File: config.mk
export PLATFORM = sky130hd
export DESIGN_NAME = ic_tail
export DESIGN_NICKNAME = d
export VERILOG_FILES = /design/src/rtl/core/ic_pkg.sv /design/src/rtl/core/ic_tail.sv
export SDC_FILE = /design/constraint.sdc
export NUM_CORES = 1
export LEC_CHECK = 0
export BUFFER_PORTS_ARGS = -buffer_cell sky130_fd_sc_hd__buf_2
export CORE_MARGIN = 4
export CORE_UTILIZATION = 50
export CTS_CLUSTER_SIZE = 30
export DETAILED_ROUTE_END_ITERATION = 10
export PLACE_DENSITY = 0.85
export SYNTH_ARGS = -nofsm -noshare
export SYNTH_HDL_FRONTEND = slang
export SYNTH_SLANG_ARGS = --single-unit
File: constraint.sdc
create_clock -name clock -period 5.1 [get_ports clock]
set_input_delay 0 -clock clock [delete_from_list [all_inputs] [get_ports clock]]
set_output_delay 0 -clock clock [all_outputs]
set_load 0.01 [all_outputs]
File: src/rtl/core/ic_pkg.sv
package ic_pkg;

   localparam int MAX_ITEMS = 1024;
   localparam int COUNT_W   = $clog2(MAX_ITEMS + 1);
   localparam int GREATER_W = $clog2(MAX_ITEMS);
   localparam int TOTAL_W   = 19;
   localparam logic [TOTAL_W-1:0] TOTAL_MAX = '1;

   typedef struct packed {
      logic signed [63:0] value;
      logic               last;
   } req_type;

   typedef struct packed {
      logic [TOTAL_W-1:0] inversion_total;
      logic               overflowed;
   } rsp_type;

   typedef struct packed {
      logic                 valid;
      logic                 last;
      logic                 counted;
      logic                 placed;
      logic signed [63:0]   value;
      logic [GREATER_W-1:0] greater;
   } token_type;

endpackage

File: src/rtl/core/ic_tail.sv
module ic_tail (
   input  logic              clock,
   input  logic              reset,
   input  logic              advance,
   input  ic_pkg::token_type token_in,
   output logic              rsp_valid,
   output ic_pkg::rsp_type   rsp_data
);

   logic [ic_pkg::TOTAL_W-1:0] total_ff;
   logic [ic_pkg::TOTAL_W-1:0] total_in;
   logic                       overflow_ff;
   logic                       overflow_in;
   logic                       rsp_valid_ff;
   logic                       rsp_valid_in;
   ic_pkg::rsp_type            rsp_ff;
   ic_pkg::rsp_type            rsp_in;
   logic [ic_pkg::TOTAL_W:0]   sum;
   logic [ic_pkg::TOTAL_W-1:0] sum_sat;
   logic                       ovf_now;
   logic                       emit;

   always_comb begin
      sum     = {1'b0, total_ff} + (ic_pkg::TOTAL_W + 1)'(token_in.greater);
      sum_sat = (sum > {1'b0, ic_pkg::TOTAL_MAX}) ? ic_pkg::TOTAL_MAX
                                                  : sum[ic_pkg::TOTAL_W-1:0];
      ovf_now = overflow_ff || !token_in.counted;
      emit    = token_in.valid && token_in.last;
      rsp_in.inversion_total = sum_sat;
      rsp_in.overflowed      = ovf_now;
      total_in     = total_ff;
      overflow_in  = overflow_ff;
      rsp_valid_in = rsp_valid_ff;
      if (advance) begin
         rsp_valid_in = emit;
         if (token_in.valid) begin
            total_in    = emit ? '0 : sum_sat;
            overflow_in = emit ? 1'b0 : ovf_now;
         end
      end
   end

   always_ff @(posedge clock) begin
      if (reset) begin
         total_ff     <= '0;
         overflow_ff  <= 1'b0;
         rsp_valid_ff <= 1'b0;
      end else begin
         total_ff     <= total_in;
         overflow_ff  <= overflow_in;
         rsp_valid_ff <= rsp_valid_in;
      end
   end

   always_ff @(posedge clock) begin
      if (advance && emit) begin
         rsp_ff <= rsp_in;
      end
   end

   assign rsp_valid = rsp_valid_ff;
   assign rsp_data  = rsp_ff;

endmodule

# == Yosys cells after proc, flatten, opt, wreduce, memory -nomap -nowiden ==
# Index checks and enable logic that the tools add are counted.
# op_classes
n_addsub,1
order_cmp,1
n_mux,3
n_reduce_logical,5
# ops
operator,n
2-to-1 mux 19 bit,2
adder 19 x 10 -> 20 bit,1
greater-than comparator 20 x 19 -> 1 bit (second input constant),1
logical AND 1 bit,2
AND reduction 2 bit,1
logical NOT 1 bit,1
logical OR 1 bit,1
2-to-1 mux 1 bit,1
# totals
reg_bits,41
in_bits,81
word_cells,15

# == Longest topological paths before layout ==
# Gate-level depths: netlist of the first run.
# logic_depth
depth_word,4
mapped_depth,9
mapped_depth_nobuf,9

# == Worst setup path before layout of the first run ==
# Ideal clock, no wire load.
# synth_path
path_type,reg2reg
startpoint,register total_ff[0] in the netlist's numbering
endpoint,"register rsp_ff, in the netlist rsp_data[17] (data pin)"
setup_ns,0.255
t_arrival_ns,1.926
slack_ns,2.919
stages_incl_launch_ff,10
path_cell_list,dfxtp_1 -> ha_1 -> inv_1 -> fa_1 -> nand2b_1 -> a21oi_1 -> o211ai_1 -> a21oi_1 -> xnor2_1 -> nand2_1
# synth_via
elab_chain_len,3
# synth_rtl
element,line_no,rtl
start: declaration,ic_tail.sv:10,logic [ic_pkg::TOTAL_W-1:0] total_ff;
start signal: assignment,ic_tail.sv:49,total_ff <= total_in;
adder 19 x 10 -> 20 bit (*),ic_tail.sv:24,"sum = {1'b0, total_ff} + (ic_pkg::TOTAL_W + 1)'(token_in.greater);"
greater-than comparator 20 x 19 -> 1 bit,ic_tail.sv:25,"sum_sat = (sum > {1'b0, ic_pkg::TOTAL_MAX}) ? ic_pkg::TOTAL_MAX"
2-to-1 mux 19 bit (*),ic_tail.sv:25,
via sum_sat (one bit),ic_tail.sv:19,logic [ic_pkg::TOTAL_W-1:0] sum_sat;
end signal: assignment,ic_tail.sv:57,rsp_ff <= rsp_in;
end: declaration,ic_tail.sv:16,ic_pkg::rsp_type rsp_ff;
# The timed path passes the listed nets; every way through them passes the cells marked *.
# A chain may end at the register's enable or synchronous reset.

# == Worst setup path in the final report of the first run ==
# layout_path
startpoint,register total_ff[0] in the netlist's numbering
endpoint,"register rsp_ff, in the netlist rsp_data[19] (data pin)"
# Same word-level chain as after synthesis.

==> reports/results.tsv, run 1 <==
metric	value	unit
outcome	finished, final reports clean	
Pins Over Slew Limit	0	
area occupied by multi-input gates	0.00112	mm²
sequential share of the synthesized area	46.7	%
R2R depth	8	
synthesized area per cell	10.1	µm²
Max VDD drop	0.0000968	V
drt total wl	4600	µm
Residual DRC	0	
Worst Hold Endpoint	rsp_valid	
Final period util	50.5	%
via count	1780	
async set or reset register ratio after synthesis	0	%
number of global-route vias before repair	1685	
Syn Std Cell Area	0.00219	mm²
number of fill cells	342	
Longest Clk Path Bufs	2	
Pwr Density	254	mW/mm²
LEAKAGE	1.02	nW
core area	0.00412	mm²
Hold Crit Depth	4	
Netlist cell types	49	
reg2reg start	total_ff[0]	
Syn Inst Count	216	
startpoint types	flip-flop	
DR WL/cell	14.9	µm
Max FO, Critical Path	4	
final setup vio count	0	
CTS Sinks	41	
Die Y	74.1	µm
r2r endpoint	rsp_data[19]	
Initial Util	53.1	%
CP endpoint kind	flip-flop	
final hold viol count	0	
fmax	0.388	GHz
grt ovf	0	
Area Growth Syn to Fin	14.9	%
port buffer count	36	
largest net degree at the start of global routing	24	
routed vias/inst	5.78	
initial antenna violation count	0	
Skew-Pair Late Insertion Delay	0.29	ns
Worst slew margin	18.5	%
top-area cell type share of the netlist area	27.5	%
Die X	74.1	µm
GRT Util Overall	18.2	%
Post-synth top flop	dfxtp_1	
Req. time, crit path	5.13	ns
largest cells by area after synthesis	edfxtp_1, dfxtp_1, ha_1	
Hold Path Class	input pin to flip-flop	
most frequent cells in the layout	buf_2, nand2_1, dfxtp_1	
flip-flop and latch count after synthesis	41	
commonest non-fill, non-tap cell in the layout	buf_2	
antenna fix cells	0	
root buf cell	clkbuf_8	
row cnt	23	
cts repair resizes	0	
Worst-path clk slew	0.08	ns
Final Critical Period	2.58	ns
Syn Nets	308	
clock skew	0.00440	ns
Setup Crit Path Kind	flip-flop to flip-flop	
Final ANT Viol Nets	0	
first-pass GRT wire length	7580	µm
# Post-CTS Setup Buffers	0	
ratio of cells with drive above 1 in the final layout	22.5	%
H-tree levels	2	
maxcap violations	0	
router iterations before antenna repair	5	
worst path arrival time	2.61	ns
CTS tree	built	
total CTS buffers	5	
nets	349	
Final Instance Area	0.00251	mm²
total negative slack	0	ns
Iteration-0 DRC Markers	172	
Area after DPL	0.00241	mm²
worst hold start	advance	
Post-synth EDFFs	20	
# IOs	102	
R2R Setup Slk	2.52	ns
register area	0.00102	mm²
HPWL Detailed	3330	µm
Yosys warnings	0	
area leader, netlist	edfxtp_1	
RSZ-0062 raised after global routing	false	
Die Area	0.00550	mm²
Worst Tran Pin Value	1.21	ns
Placer Congestion	0.883	
[how the worst max path moves through the flow]
stage,from,endpoint,cells past startpoint
after detailed placement,total_ff[0],rsp_data[17],9
after global routing,total_ff[0],rsp_data[17],9
after global placement,total_ff[0],rsp_data[17],9
final,total_ff[0],rsp_data[19],8
after CTS,total_ff[0],rsp_data[17],9
after floorplan,total_ff[0],rsp_data[17],9
[where the power goes]
part | internal [W] | switching [W] | total (W)
combinational | 0.0000306 | 0.0000460 | 0.0000767
clock | 0.0000943 | 0.000110 | 0.000204
sequential | 0.000355 | 0.00000341 | 0.000359
total | 0.000480 | 0.000159 | 0.000639
[kinds of logic (layout without fill, tap and decap cells)]
group | Yosys count | after routing | synth area share (%)
AOI/OAI and AO/OA | 66 | 66 | 22.7
xor gates and xnor gates | 9 | 9 | 3.60
adders and majority gates | 11 | 11 | 6.64
buffers and inverters | 11 | 53 | 2.23
DFF | 41 | 41 | 46.7
muxes | 2 | 2 | 1.03
and+or+nand+nor | 76 | 76 | 17.1
[timing repair]
item                       4_1_cts  5_1_grt
hold endpoints to repair         4        0
hold buffers                     2        0
setup endpoints to repair        0        0
[area by class of cell]
cell class                 instances  area share [%]
inverter                           7            1.05
clock inverter                     3           0.697
sequential                        41            40.6
multi-input combinational        164            44.4
clock buffer                       5            2.74
timing repair buffer              38            7.96
tap                               50            2.49
[worst max-delay path: stages (launching register included)]
cell,delay [ns]
dfxtp_1,0.35
ha_1,0.22
inv_1,0.07
fa_1,0.39
nand2b_1,0.19
a21oi_1,0.25
o211ai_1,0.24
a211oi_2,0.43
a31oi_1,0.16
[sequential cells by signal, indices dropped and copies added (netlist names)]
| name | flops |
|---|---|
| rsp_data | 20 |
| rsp_valid | 1 |
| total_ff | 19 |
| overflow_ff | 1 |
[synth_stat cells (2+ instances only)]
| cell type | number |
|---|---|
| or2_2 | 2 |
| mux2_1 | 2 |
| inv_1 | 7 |
| a211oi_2 | 3 |
| a22o_1 | 10 |
| o2bb2ai_1 | 2 |
| nor3_1 | 5 |
| o21bai_1 | 2 |
| a31oi_1 | 4 |
| nand2_1 | 24 |
| nand3_1 | 5 |
| o22ai_1 | 2 |
| clkbuf_1 | 3 |
| ha_1 | 10 |
| a21oi_1 | 16 |
| and3_1 | 5 |
| a211oi_1 | 3 |
| and2_1 | 3 |
| nor2_1 | 17 |
| nand4_1 | 2 |
| dfxtp_1 | 21 |
| nor2b_1 | 2 |
| nand2b_1 | 4 |
| edfxtp_1 | 20 |
| o211ai_1 | 2 |
| xnor2_1 | 3 |
| xor2_1 | 6 |
| o21ai_1 | 3 |
| o21ai_0 | 4 |
| a21o_1 | 4 |
| and4_1 | 2 |
[layer usage]
metal  GRT usage [%]  wire length [µm]  vias to the layer above
li1                -                 -                      888
met1            24.4              2050                      826
met2            28.1              2150                       56
met3            2.97               318                       10
met4            10.3                89                        0
met5               0                 0                        -
[through the flow]
step / hold WS (ns) / util, % / std cells / setup slack (ns) / power, W
floorplan: 0.149 / - / 216 / 2.92 / 0.000417
global placement: 0.268 / 58.5 / 298 / 2.59 / 0.000438
detailed placement: 0.276 / 58.5 / 298 / 2.56 / 0.000440
CTS: 0.0180 / 61.1 / 308 / 2.54 / 0.000643
global route: 0.0322 / 61.1 / 308 / 2.32 / 0.000668
finish: 0.0264 / 61.1 / 308 / 2.52 / 0.000639
No activity file was read; power rests on OpenSTA's default activity.
==> inputs of run 2 (changes only) <==
Settings changed: CORE_UTILIZATION 50 to 42, PLACE_DENSITY 0.85 to 0.76.
Clock period 5.1 ns to 2.1 ns, I/O delays scaled along.
==> run 2 against run 1 <==
Against the previous run: the flow now finishes with violations (setup timing); largest cell class unchanged; register-to-register slack worse by 2.6 ns; critical endpoint is now rsp_data[17]; power rose to 2.6 times the previous value; worst setup slack worse by 2.6 ns; maximum frequency grew 21%; utilization is 2.8 points lower.
==> reports/results.tsv, run 2 (synthesis gave the netlist of run 1 again) <==
metric	value	unit	change
outcome	finished, violations left		
violated checks	setup timing		
area occupied by multi-input gates	0.00131	mm²	+17%
WP depth	10		+2
RSZ-0062 raised after global routing	true		
r2r endpoint	rsp_data[17]		
startpoint types	flip-flop		
# IOs	102		unchanged
port buffer count	36		unchanged
Max VDD drop	0.000287	V	+200%
total negative slack	-0.0552	ns	-0.0552 ns
grt ovf	0		unchanged
number of global-route vias before repair	1895		+12%
Die Y	80.2	µm	+8.1%
worst path arrival time	2.18	ns	-0.43 ns
number of fill cells	445		+30%
commonest non-fill, non-tap cell in the layout	buf_2		
H-tree levels	2		unchanged
Final Critical Period	2.13	ns	-0.446 ns
fmax	0.470	GHz	+21%
total CTS buffers	5		unchanged
maxcap violations	0		unchanged
Iteration-0 DRC Markers	163		-5.2%
Critical Path, Cell by Cell	ha_4 > inv_2 > fa_2 > nand2b_4 > a21oi_2 > o211ai_1 > buf_4 > a21oi_4 > xnor2_2 > nand2_1		
HPWL Detailed	3760	µm	+13%
Worst path top cell family by delay	adder cells		
final hold viol count	0		unchanged
register area	0.00102	mm²	+0.37%
Largest register FFs	20		unchanged
Hold Path Class	input pin to flip-flop		
Die X	80.2	µm	+8.1%
antenna fix cells	0		unchanged
initial antenna violation count	0		unchanged
router iterations before antenna repair	4		-1
Hold Crit Depth	3		-1
via count	1968		+11%
Req. time, crit path	2.15	ns	-2.98 ns
Setup Crit Path Kind	flip-flop to flip-flop		
GRT Util Overall	17.3	%	-0.98 points
Final ANT Viol Nets	0		unchanged
Pwr Density	551	mW/mm²	+120%
Worst-path clk slew	0.08	ns	about the same
CP endpoint kind	flip-flop		
Pins Over Slew Limit	0		unchanged
routed vias/inst	5.48		-5.1%
core area	0.00507	mm²	+23%
R2R depth	10		+2
Worst slew margin	58.6	%	+40 points
Bufs and invs on worst path	2		+1
Worst Tran Pin Value	0.620	ns	-0.593 ns
CTS tree	built		
Max FO, Critical Path	3		-1
worst hold start	token_in[76]		
first-pass GRT wire length	8590	µm	+13%
clock skew	0.00943	ns	+0.00503 ns
ratio of cells with drive above 1 in the final layout	38.4	%	+16 points
Slowest Stage Delay on Critical Path	0.35	ns	-0.08 ns
LEAKAGE	1.20	nW	+18%
R2R Setup Slk	-0.03	ns	-2.55 ns
CTS Sinks	41		unchanged
Initial Util	43.1	%	-10 points
Placer Congestion	0.906		+2.5%
most frequent cells in the layout	buf_2, buf_4, nand2_1		
row cnt	26		+13%
Die Area	0.00643	mm²	+17%
Area after DPL	0.00263	mm²	+9.4%
Area Growth Syn to Fin	35.2	%	
critical path's slowest cell	dfxtp_2		
DR WL/cell	15.4	µm	+3.0%
Worst Hold Endpoint	total_ff[11]		
Final period util	101	%	+51 points
Final Instance Area	0.00296	mm²	+18%
reg2reg start	total_ff[0]		
Longest Clk Path Bufs	2		unchanged
final setup vio count	3		+3
Final WS setup	-0.0292	ns	-2.55 ns
Skew-Pair Late Insertion Delay	0.30	ns	about the same
nets	380		+8.9%
largest net degree at the start of global routing	14		-42%
drt total wl	5530	µm	+20%
root buf cell	clkbuf_8		
Residual DRC	0		unchanged
-- run 2: cell types whose count changed in the layout (fill, tap and decap cells not counted), sizes merged --
cell	before	now
buf	36	67
clkbuf	5	7
clkinvlp	1	0
clkinv	2	1
-- run 2: how the worst max path moves through the flow --
stage                      from           end  slack (ns)
floorplan           total_ff[0]  rsp_data[19]       0.007
global placement    total_ff[0]  rsp_data[19]       -0.07
detailed placement  total_ff[0]  rsp_data[19]       -0.11
CTS                 total_ff[0]  rsp_data[17]       -0.03
global route        total_ff[0]  rsp_data[13]       -0.11
finish              total_ff[0]  rsp_data[17]       -0.03
-- run 2: per-layer routing --
layer / GRT usage (%) / vias up / wire (µm)
li1: - / 949 / -
met1: 20.8 / 939 / 2380
met2: 29.1 / 63 / 2700
met3: 3.48 / 17 / 258
met4: 8.45 / 0 / 189
met5: 0 / - / 0
-- run 2: worst register-to-register path: stages, from the launching register on --
cell and delay, ns:
dfxtp_2 0.35, ha_4 0.13, inv_2 0.04, fa_2 0.35, nand2b_4 0.15, a21oi_2 0.13, o211ai_1 0.17, buf_4 0.21
a21oi_4 0.15, xnor2_2 0.13, nand2_1 0.07
-- run 2: report_power, final --
| group | leakage, nW | switching, W | internal [W] |
|---|---|---|---|
| registers | 0.357 | 0.0000101 | 0.000862 |
| logic | 0.798 | 0.000135 | 0.000118 |
| clock network | 0.0422 | 0.000271 | 0.000233 |
| total | 1.20 | 0.000417 | 0.00121 |
-- run 2: final cells by class --
type | count | share of cell area, %
multi-input combinational | 164 | 44.1
sequential | 41 | 34.6
timing repair buffer | 69 | 14.6
tap | 70 | 2.96
clock buffer | 7 | 2.58
inverter | 7 | 0.888
clock inverter | 1 | 0.169
-- run 2: timing repair --
action	CTS	global route
pin swaps	13	7
endpoints found under the setup margin	12	21
endpoints found under the hold margin	3	0
hold buffers	2	0
setup buffers	3	4
resized for setup	11	16
-- run 2: metrics by stage --
step / std cells / hold slack, ns / utilization [%] / setup WS (ns) / total power, W
after global routing: 359 / 0.0502 / 58.3 / -0.109 / 0.00171
final: 359 / 0.0250 / 58.3 / -0.0292 / 0.00163
after detailed placement: 342 / 0.283 / 51.9 / -0.110 / 0.00110
after CTS: 355 / 0.0255 / 55.9 / -0.0332 / 0.00162
after floorplan: 216 / 0.149 / - / 0.00679 / 0.00102
after global placement: 342 / 0.268 / 51.9 / -0.0736 / 0.00109
