### src/rtl/core/ic_pkg.sv
package ic_pkg;

   localparam int MAX_ITEMS = 1024;
   localparam int COUNT_W   = $clog2(MAX_ITEMS + 1);
   localparam int GREATER_W = $clog2(MAX_ITEMS);
   localparam int TOTAL_W   = 19;
   localparam logic [TOTAL_W-1:0] TOTAL_MAX = '1;

   typedef struct packed {
      logic signed [63:0] value;
      logic               last;
   } req_type;

   typedef struct packed {
      logic [TOTAL_W-1:0] inversion_total;
      logic               overflowed;
   } rsp_type;

   typedef struct packed {
      logic                 valid;
      logic                 last;
      logic                 counted;
      logic                 placed;
      logic signed [63:0]   value;
      logic [GREATER_W-1:0] greater;
   } token_type;

endpackage

### src/rtl/core/ic_cell.sv
module ic_cell (
   input  logic              clock,
   input  logic              reset,
   input  logic              advance,
   input  ic_pkg::token_type token_in,
   output ic_pkg::token_type token_out
);

   logic                     occupied_ff;
   logic                     occupied_in;
   logic signed [63:0]       held_ff;
   logic signed [63:0]       held_in;
   ic_pkg::token_type        token_ff;
   ic_pkg::token_type        token_in_nxt;
   logic                     in_use;
   logic                     hit;
   logic                     place;

   always_comb begin
      in_use       = token_in.valid && token_in.counted;
      hit          = in_use && occupied_ff && (held_ff > token_in.value);
      place        = in_use && !occupied_ff && !token_in.placed;
      token_in_nxt = token_in;
      if (hit) begin
         token_in_nxt.greater = token_in.greater + ic_pkg::GREATER_W'(1);
      end
      if (place) begin
         token_in_nxt.placed = 1'b1;
      end
      held_in = place ? token_in.value : held_ff;
      if (token_in.valid && token_in.last) begin
         occupied_in = 1'b0;
      end else if (place) begin
         occupied_in = 1'b1;
      end else begin
         occupied_in = occupied_ff;
      end
   end

   always_ff @(posedge clock) begin
      if (reset) begin
         occupied_ff    <= 1'b0;
         token_ff.valid <= 1'b0;
      end else if (advance) begin
         occupied_ff    <= occupied_in;
         token_ff.valid <= token_in_nxt.valid;
      end
      if (advance) begin
         held_ff          <= held_in;
         token_ff.last    <= token_in_nxt.last;
         token_ff.counted <= token_in_nxt.counted;
         token_ff.placed  <= token_in_nxt.placed;
         token_ff.value   <= token_in_nxt.value;
         token_ff.greater <= token_in_nxt.greater;
      end
   end

   assign token_out = token_ff;

endmodule

### config.mk
export PLATFORM = sky130hd
export DESIGN_NAME = ic_cell
export DESIGN_NICKNAME = d
export VERILOG_FILES = /design/src/rtl/core/ic_pkg.sv /design/src/rtl/core/ic_cell.sv
export SDC_FILE = /design/constraint.sdc
export NUM_CORES = 1
export LEC_CHECK = 0
export BUFFER_PORTS_ARGS = -buffer_cell sky130_fd_sc_hd__buf_2
export CORE_UTILIZATION = 48
export DETAILED_ROUTE_END_ITERATION = 12
export PLACE_DENSITY = 0.75
export SETUP_SLACK_MARGIN = 0.3
export SLEW_MARGIN = 20
export SYNTH_ARGS = -nofsm -noshare
export SYNTH_HDL_FRONTEND = slang
export SYNTH_SLANG_ARGS = --single-unit
### constraint.sdc
create_clock -name clock -period 4.1 [get_ports clock]
set_input_delay 0.82 -clock clock [delete_from_list [all_inputs] [get_ports clock]]
set_output_delay 0.82 -clock clock [all_outputs]
set_load 0.005 [all_outputs]
**Yosys cells after proc, flatten, opt, wreduce, memory -nomap -nowiden**

Index checks and enable logic that the tools add are counted.

- Input port bits: 81
- Word-level logic and storage cells: 24
- Output and inout bits: 78
- Bits in registers: 143

- $lt $le $gt $ge: 1
- Mux-type cells: 3
- Add/sub/neg operators: 1
- Reduce and logical (&&, ||, !) cells: 11

Operators with widths:

| cell | count |
|---|---|
| 64-bit > comparator | 1 |
| 10-bit by 1-bit adder with 10-bit output, second input constant | 1 |
| 10-bit 2-to-1 mux | 1 |
| 1-bit logical AND | 6 |
| 2-bit AND reduction | 2 |
| 1-bit logical NOT | 2 |
| 1-bit 2-to-1 mux | 2 |
| 2-bit nonzero test | 1 |

**Logic depth before layout (Yosys ltp)**

Gate-level depths: netlist of the first run.

- Depth in word-level cells: 5
- Gate-level depth with buffers: 11
- Mapped depth without buffers: 10

**Worst setup path before layout of the first run**

No wires, ideal clock.

- Path kind: input to register
- From: in token_in[19] in the netlist's numbering
- To: reg token_ff, in the netlist token_out[1] (data pin)
- Slack: 0.587 ns
- Arrival time: 3.251 ns
- Stages on the path: 11
- Path buffers: 1
- Required time: 3.838 ns
- Cells stage by stage: inv_1 > ha_1 > a21o_1 > a221o_1 > a221oi_2 > nor2_1 > or3_1 > or3_1 > buf_2 > a21oi_1 > mux2_1

RTL lines:

| item | RTL line | RTL |
|---|---|---|
| start, declared | ic_cell.sv:5 | `input ic_pkg::token_type token_in,` |
| end, declared | ic_cell.sv:13 | `ic_pkg::token_type token_ff;` |

==> metrics, run 1 <==
min cycle time layout=3.49 ns; Post-synth EDFFs=141; Die Area=0.0134 mm²; internal power=2.69 mW; commonest cells after routing, fill and taps aside=157 x buf_2, 141 x edfxtp_1, 67 x inv_1; Mapped Cells=424; Initial Util=49.4%; status=finished clean; # port buffers=158; Max Slew Vio Count=0; root buf cell=clkbuf_16; design area=0.00781 mm²; Final HPWL DP=8850 µm; Vias=3862; crit path cell chain=buf_2 -> inv_1 -> ha_1 -> nand4_1 -> nor4_1 -> nand4_1 -> nor2_1 -> a211o_1 -> o21ai_1 -> a21oi_1 -> mux2_1; Worst Path Arrival=3.64 ns; CP required=4.26 ns; clk_skew=0.00707 ns; largest net degree at the start of global routing=53; CTS tree=built; sequential-to-total area share from yosys stat=68.6%; max incr delay on CP=0.61 ns; layout cell share with drive strength beyond 1=30.4%; Critical Path Source Type=input pin; clock slew at reported path FFs=0.05 ns; ys async rst share=0%; CTS Buf Count=17; vias in the first global route=3835; unrepaired setup endpoints after global routing=false; Final Wtd Congestion=0.783; PD cells=434 mW/mm²; most common cell after layout, fill and taps aside=buf_2; switching power=0.700 mW; synthesized net count=570; GRT Overall Usage=18.5%; syn avg cell area=14.7 µm²; FMAX=287 MHz; Comb pwr share=7.8%; first-pass GRT wire length=18300 µm; Core Box Area=0.0126 mm²; synthesized flop and latch total=143; Sw Share=20.7%; First-pass DRT Iterations=4; number of setup buffers added after CTS=0; DR DRC count=0; HP Class=reg2reg; P&R area growth vs syn=25.3%; worst-margin pin slew=0.700 ns; synth unique cells=41; CP most frequent cell=nand4_1; leak pwr=3.40 nW; Yosys warnings=0; main flop type after synthesis=edfxtp_1; clock power share=41.7%; initial antenna violation count=0; Fin Setup TNS=0 ns; Post-Syn Area=0.00623 mm²; DR iter-0 viols=174; I/O pin count=159; Max Root-Sink Buffers=2; antenna cells=0; worst vdd ir=0.326 mV; WL final=11800 µm; latest clock arrival within the worst-skew pair=0.41 ns; Max-slew headroom=53.3%; Max Cap Viol=0; final hold vios=0; clock sink total=143; CP max stage cell=nor4_1; DIE HEIGHT=116 µm; Routed wire per std cell=15.0 µm; CP endpoint kind=register; crit path max fanout=7; Tcrit/Tclk final=85.0%; total gr overflow=0; Final ANT Viol Nets=0; die width=116 µm; Setup Crit Path Kind=in2reg; sequential power share=50.4%; final net count=748; placed cell areas=0.00726 mm²; Via density=4.91; R2R setup slack=0.78 ns; utilization after layout=61.9%; htree depth=4; Setup violations, final=0; Site Rows=41
==> power groups by stage <==
stage / combinational [mW] / sequential [mW] / clock, mW
after CTS: 0.269 / 1.71 / 1.44
after detailed placement: 0.268 / 1.74 / 0
final: 0.265 / 1.71 / 1.41
after global routing: 0.302 / 1.71 / 1.50
after floorplan: 0.0963 / 1.75 / 0
after global placement: 0.258 / 1.74 / 0
==> through the flow <==
stage | cells | hold WS, ns | total power [mW] | worst slack, ns
after floorplan | 424 | 0.476 | 1.85 | 0.587
after global placement | 755 | 0.469 | 1.99 | 0.277
after detailed placement | 755 | 0.511 | 2.01 | 0.114
after CTS | 787 | 0.521 | 3.42 | 0.554
after global routing | 787 | 0.542 | 3.52 | 0.383
final | 787 | 0.522 | 3.39 | 0.614
==> flip-flops by register name, summed over array words and instances, names as in the netlist <==
register     flops
held_ff         64
token_out       78
occupied_ff      1
==> repair_timing <==
| item | CTS | global route |
|---|---|---|
| endpoints found under the setup margin | 0 | 1 |
| hold buffers | 0 | 0 |
| resized for setup | 0 | 1 |
==> final cells by class <==
type	count	area, µm²
fill	1003	4810
sequential	143	4270
multi-input combinational	213	1710
timing repair buffer	160	821
clock buffer	22	444
inverter	67	251
tap	172	215
clock inverter	10	95.1
==> synthesized netlist by cell type (3+ instances only) <==
master,number,share of area [%]
edfxtp_1,141,68
inv_1,67,4.0
ha_1,65,13
a21oi_1,29,2.3
nand2_1,23,1.4
nand4_1,14,1.4
nand3_1,11,0.88
nor2_1,10,0.60
xor2_1,8,1.1
a211oi_1,5,0.60
o21ai_0,4,0.32
o21ai_1,4,0.32
a211o_1,3,0.42
nor2b_1,3,0.30
nor4_1,3,0.30
==> layer usage <==
layer | vias up | share of wire (%) | track usage, %
li1 | 1935 | - | -
met1 | 1791 | 44 | 23.2
met2 | 130 | 48 | 29.8
met3 | 6 | 6.5 | 6.28
met4 | 0 | 0.63 | 6.92
met5 | - | 0 | 0
==> path summary, 6_finish.rpt <==
check / start / to / cells after the start
worst max-delay path: token_in[40] / token_out[1] / 11
worst min-delay path: occupied_ff / occupied_ff / 2
worst max register to register: held_ff[30] / token_out[1] / 9
worst min register to register: occupied_ff / occupied_ff / 2
==> cell families after synthesis <==
family / after synthesis / synth area share (%)
flip-flops: 143 / 68.6
AND/OR/NAND/NOR: 76 / 6.10
buffers and inverters: 68 / 4.12
adder cells (fa/ha/maj): 65 / 13.1
AO/OA/AOI/OAI: 61 / 6.53
XOR/XNOR: 9 / 1.27
multiplexers: 2 / 0.341
==> critical path: cells and delay by family <==
family / cells / cell delay, ns
adders and majority gates: 1 / 0.31
and+or+nand+nor: 4 / 1.28
buffers and inverters: 2 / 0.16
muxes: 1 / 0.35
AOI/OAI and AO/OA: 3 / 0.73
Power figures use the tool's default switching activity.
==> run 2, diff against run 1 <==
--- a/config.mk
+++ b/config.mk
@@ -5,6 +5,7 @@
 export SDC_FILE = /design/constraint.sdc
 export NUM_CORES = 1
 export LEC_CHECK = 0
+export ABC_AREA = 1
 export BUFFER_PORTS_ARGS = -buffer_cell sky130_fd_sc_hd__buf_2
 export CORE_UTILIZATION = 48
 export DETAILED_ROUTE_END_ITERATION = 12
==> metrics, run 2 <==
syn avg cell area=12.4 µm² (was 14.7 µm²); top-count cell post-synth=edfxtp_1 (unchanged); CP endpoint kind=register (unchanged); Max Root-Sink Buffers=2 (unchanged); die width=118 µm (was 116 µm); Post-synth EDFFs=141 (unchanged); GRT Overall Usage=18.4% (was 18.5%); top cells by area, synth=edfxtp_1 66%, ha_1 13%, nand2_1 6.5% (was edfxtp_1 68%, ha_1 13%, inv_1 4.0%); Worst Path Arrival=2.66 ns (was 3.64 ns); Setup Crit Path Kind=in2reg (unchanged); met3 Use GR=5.38% (was 6.28%); I/O pin count=159 (unchanged); Post-CTS Resized=0 (unchanged); sequential-to-total area share from yosys stat=66.2% (was 68.6%); FMAX=400 MHz (was 287 MHz); Core Box Area=0.0129 mm² (was 0.0126 mm²); CTS Buf Count=17 (unchanged); total gr overflow=0 (unchanged); Routed wire per std cell=13.6 µm (was 15.0 µm); CTS tree=built (unchanged); most common cell after layout, fill and taps aside=buf_2 (unchanged); Fillers=1019 (was 1003); Max-slew headroom=30.8% (was 53.3%); first-pass GRT wire length=19700 µm (was 18300 µm); Initial Util=50.1% (was 49.4%); First-pass DRT Iterations=4 (unchanged); Tcrit/Tclk final=60.9% (was 85.0%); Die Area=0.0139 mm² (was 0.0134 mm²); Final HPWL DP=8680 µm (was 8850 µm); top cell type's share of synthesized area=65.6% (was 68.0%); synth unique cells=25 (was 41); synthesized flop and latch total=143 (unchanged); Fin Setup TNS=0 ns (unchanged); Final Wtd Congestion=0.839 (was 0.783); met2 Use GR=30.6% (was 29.8%); htree depth=4 (unchanged); Site Rows=41 (unchanged); synthesized net count=666 (was 570); CTS hold repair buffers=0 (unchanged); status=finished clean (unchanged); P&R area growth vs syn=24.7% (was 25.3%); root buf cell=clkbuf_16 (unchanged); Final ANT Viol Nets=0 (unchanged); initial antenna violation count=1 (was 0); clock slew at reported path FFs=0.06 ns (was 0.05 ns); Critical Path Source Type=input pin (unchanged); commonest cells after routing, fill and taps aside=157 x buf_2, 141 x edfxtp_1, 111 x nand2_1 (was 157 x buf_2, 141 x edfxtp_1, 67 x inv_1); worst-margin pin slew=1.04 ns (was 0.700 ns); CP required=4.27 ns (was 4.26 ns); Yosys warnings=0 (unchanged); HP Class=reg2reg (unchanged); PD cells=423 mW/mm² (was 434 mW/mm²); ys async rst share=0% (unchanged); worst vdd ir=0.477 mV (was 0.326 mV); crit path max fanout=10 (was 7); Setup violations, final=0 (unchanged); WL final=12000 µm (was 11800 µm); layout cell share with drive strength beyond 1=28.4% (was 30.4%); Post-Syn Area=0.00645 mm² (was 0.00623 mm²); clk_skew=0.0104 ns (was 0.00707 ns); worst setup path start=token_in[53] (was token_in[40]); latest clock arrival within the worst-skew pair=0.42 ns (was 0.41 ns); number of setup buffers added after CTS=0 (unchanged); final net count=845 (was 748); final hold vios=0 (unchanged); Global Route met1 Usage=22.4% (was 23.2%); min cycle time layout=2.50 ns (was 3.49 ns); Via density=4.76 (was 4.91); Vias=4209 (was 3862); # port buffers=158 (unchanged); largest area contributor in the netlist=edfxtp_1 (unchanged); max FFs per register=78 (unchanged); Synth top cells by count=141 x edfxtp_1, 111 x nand2_1, 98 x inv_1 (was 141 x edfxtp_1, 67 x inv_1, 65 x ha_1); largest net degree at the start of global routing=79 (was 53); unrepaired setup endpoints after global routing=false (unchanged); main flop type after synthesis=edfxtp_1 (unchanged); R2R setup slack=1.76 ns (was 0.78 ns); Critical R2R Launch=held_ff[41] (was held_ff[30]); Max Cap Viol=0 (unchanged); Max Slew Vio Count=0 (unchanged); vias in the first global route=4151 (was 3835); Mapped Cells=520 (was 424); leak pwr=3.76 nW (was 3.40 nW); clock sink total=143 (unchanged); min-delay src=token_out[77] (was occupied_ff); DIE HEIGHT=118 µm (was 116 µm); DR iter-0 viols=197 (was 174); final hold slack=0.458 ns (was 0.522 ns); grt peak-use layer=met2 (unchanged); DR DRC count=0 (unchanged)
## run 2: logic make-up after synthesis
kind of cell	Yosys count	synth area share (%)
fa+ha+maj	65	12.6
xor+xnor	8	1.09
simple gates	168	11.2
flops	143	66.2
buf+inv	99	5.78
compound gates	37	3.12
## run 2: worst paths after layout
kind / endpoint / cells after the start
setup / recovery: token_out[3] / 13
hold / removal: token_out[77] / 2
setup reg to reg: token_out[3] / 13
hold reg to reg: token_out[77] / 2
## run 2: power by group
group	internal [mW]	total (mW)	switching, mW
Sequential	1.69	1.71	0.0172
Clock	0.830	1.41	0.585
Combinational	0.119	0.282	0.162
## run 2: worst max-delay path, stage by stage
cell and delay [ns]:
buf_2 0.10, inv_1 0.05, ha_1 0.32, a21oi_1 0.15
nand2_1 0.08, a21oi_1 0.17, nand2_1 0.09, a21oi_1 0.28
nand2_1 0.09, nand2_1 0.08, nand4_2 0.23, nand2_1 0.15
nand2_1 0.07
## run 2: final cells by class
type / instances / area, µm² / share of cell area, %
Tap cell: 172 / 215 / 2.67
Timing Repair Buffer: 161 / 816 / 10.1
Clock inverter: 14 / 119 / 1.48
Multi-Input combinational cell: 278 / 1820 / 22.6
Sequential cell: 143 / 4270 / 53.1
Clock buffer: 18 / 429 / 5.33
Antenna cell: 1 / 2.50 / 0.0311
Inverter: 98 / 368 / 4.57
## run 2: metrics by stage
| stage | setup slack [ns] | cells | instance area, µm² | power, mW | utilization [%] |
|---|---|---|---|---|---|
| after detailed placement | 1.15 | 852 | 7490 | 2.02 | 58.2 |
| after CTS | 1.59 | 884 | 8040 | 3.44 | 62.5 |
| after floorplan | 0.671 | 520 | 6470 | 1.86 | - |
| final | 1.60 | 885 | 8050 | 3.40 | 62.5 |
| after global placement | 1.19 | 852 | 7490 | 2.01 | 58.2 |
| after global routing | 1.37 | 884 | 8040 | 3.54 | 62.5 |
## run 2: metal layers
metal,part of all wire (%),wire (µm)
met1,43,5150
met3,6.0,722
met2,49,5940
met5,0,0
met4,1.7,199
==> run 3, diff against run 2 <==
==> constraint.sdc (replaced) <==
create_clock -name clock -period 2.5 [get_ports clock]
set_input_delay 0.5 -clock clock [delete_from_list [all_inputs] [get_ports clock]]
set_output_delay 0.5 -clock clock [all_outputs]
set_load 0.005 [all_outputs]
==> metrics, run 3 (synthesis results as in run 2) <==
status=finished clean (unchanged); Final Wtd Congestion=0.778 (was 0.839); reg2reg path depth=12 (was 13); vias in the first global route=4402 (was 4151); initial antenna violation count=0 (was 1); Final HPWL DP=8950 µm (was 8680 µm); Worst Hold Depth=2 (unchanged); Final ANT Viol Nets=0 (unchanged); Routed wire per std cell=14.3 µm (was 13.6 µm); root buf cell=clkbuf_16 (unchanged); HP Class=in2reg (was reg2reg); Via density=4.85 (was 4.76); Critical R2R Launch=held_ff[47] (was held_ff[41]); clock slew at reported path FFs=0.06 ns (about the same); Max Root-Sink Buffers=2 (unchanged); total gr overflow=0 (unchanged); Site Rows=41 (unchanged); CP required=2.79 ns (was 4.27 ns); Vias=4351 (was 4209); placed cell areas=0.00759 mm² (was 0.00749 mm²); Worst Path Arrival=2.52 ns (was 2.66 ns); commonest cells after routing, fill and taps aside=157 x buf_2, 141 x edfxtp_1, 106 x nand2_1 (was 157 x buf_2, 141 x edfxtp_1, 111 x nand2_1); crit path max fanout=5 (was 10); worst setup path start=held_ff[47] (was token_in[53]); GRT Overall Usage=19.7% (was 18.4%); I/O pin count=159 (unchanged); CP Capture Point=token_out[6] (was token_out[3]); First-pass DRT Iterations=5 (was 4); Non-Filler Instances=897 (was 885); CP endpoint kind=register (unchanged); Core Box Area=0.0129 mm² (unchanged); latest clock arrival within the worst-skew pair=0.42 ns (about the same); min cycle time layout=2.23 ns; worst reg2reg endpoint=token_out[6] (was token_out[3]); Initial Util=50.1% (unchanged); worst-margin pin slew=0.447 ns (was 1.04 ns); largest net degree at the start of global routing=80 (was 79); total power=5.95 mW (was 3.40 mW); CTS hold repair buffers=0 (unchanged); unrepaired setup endpoints after global routing=true (was false); first-pass GRT wire length=21000 µm (was 19700 µm); final hold slack=0.272 ns (was 0.458 ns); dpl cells=861 (was 852); Critical Path Source Type=register (was input pin); max FFs per register=78 (unchanged); Tcrit/Tclk final=89.2%; Die Area=0.0139 mm² (unchanged); DR iter-0 viols=235 (was 197); antenna cells=0 (was 1); Max Cap Viol=0 (unchanged); clk_skew=0.0107 ns (was 0.0104 ns); R2R setup slack=0.27 ns (was 1.76 ns); leak pwr=3.88 nW (was 3.76 nW); WL final=12800 µm (was 12000 µm); final hold vios=0 (unchanged); FMAX=448 MHz; clock sink total=143 (unchanged); P&R area growth vs syn=31.1% (was 24.7%); worst vdd ir=0.752 mV (was 0.477 mV); die width=118 µm (unchanged); Setup Crit Path Kind=reg2reg (was in2reg); design area=0.00846 mm² (was 0.00805 mm²); Max Slew Vio Count=0 (unchanged); PD cells=703 mW/mm² (was 423 mW/mm²); DIE HEIGHT=118 µm (unchanged); Fin Setup TNS=0 ns (unchanged); DR DRC count=0 (unchanged); CTS Buf Count=17 (unchanged); htree depth=4 (unchanged); # port buffers=158 (unchanged); final net count=858 (was 845); CTS tree=built (unchanged); layout cell share with drive strength beyond 1=33.8% (was 28.4%); Setup violations, final=0 (unchanged); most common cell after layout, fill and taps aside=buf_2 (unchanged); Max-slew headroom=70.2% (was 30.8%)
==> run 3: cell count changes in the layout (fill, tap and decap cells not counted), sizes merged <==
cell,previous run,this run
buf,161,172
clkinvlp,5,1
bufinv,1,4
clkinv,7,10
clkbuf,18,17
diode,1,0
inv,99,98
nand4,7,8
nor2,25,26
==> run 3: routing by layer <==
metal / global-route usage (%) / up-vias / part of all wire (%)
li1: - / 2153 / -
met1: 23.5 / 2035 / 42
met2: 33.2 / 139 / 50
met3: 5.67 / 24 / 5.4
met4: 8.33 / 0 / 2.1
met5: 0 / - / 0
==> run 3: area by class of cell <==
class	instances	area, µm²
fillers	979	4420
flip-flops and latches	143	4270
multi-input cells	280	2050
repair buffers	172	923
clock buffers	17	425
inverters	98	375
well taps	172	215
clock inverters	15	195
==> run 3: what timing repair did <==
action / 4_1_cts / 5_1_grt
gates resized for setup: 17 / 20
cloned: 2 / 0
pin swaps: 8 / 15
setup buffers: 2 / 0
setup endpoints to repair: 10 / 10
==> run 3: per-stage QoR <==
step	setup WS, ns	util [%]
2_1_floorplan	-0.602	-
3_3_place_gp	-0.0864	59.0
3_5_place_dp	-0.141	59.0
4_1_cts	0.273	64.9
5_1_grt	0.0748	65.7
6_report	0.269	65.7
==> run 3: worst max-delay path, cell delays in order (launching register included) <==
cell and delay (ns):
edfxtp_1 0.42, ha_4 0.30, nand2_2 0.07, nor3_2 0.19, buf_4 0.15, nand3_4 0.06, nor3_4 0.18, nand2_2 0.14
nand3_4 0.15, nand2_4 0.08, nor2_4 0.19, nand3_2 0.09, nand2_2 0.08
==> run 3: power breakdown <==
| group | switching (mW) | internal (mW) | leakage, nW |
|---|---|---|---|
| logic | 0.297 | 0.221 | 2.22 |
| clock network | 0.967 | 1.66 | 0.304 |
| registers | 0.0303 | 2.77 | 1.35 |
==> run 3: worst min-delay path by stage <==
stage | start | to | slack, ns
2_1_floorplan | token_out[77] | token_out[77] | 0.45
3_3_place_gp | token_out[77] | token_out[77] | 0.44
3_5_place_dp | token_out[77] | token_out[77] | 0.48
4_1_cts | reset | occupied_ff | 0.26
5_1_grt | reset | occupied_ff | 0.26
6_report | reset | token_out[77] | 0.27
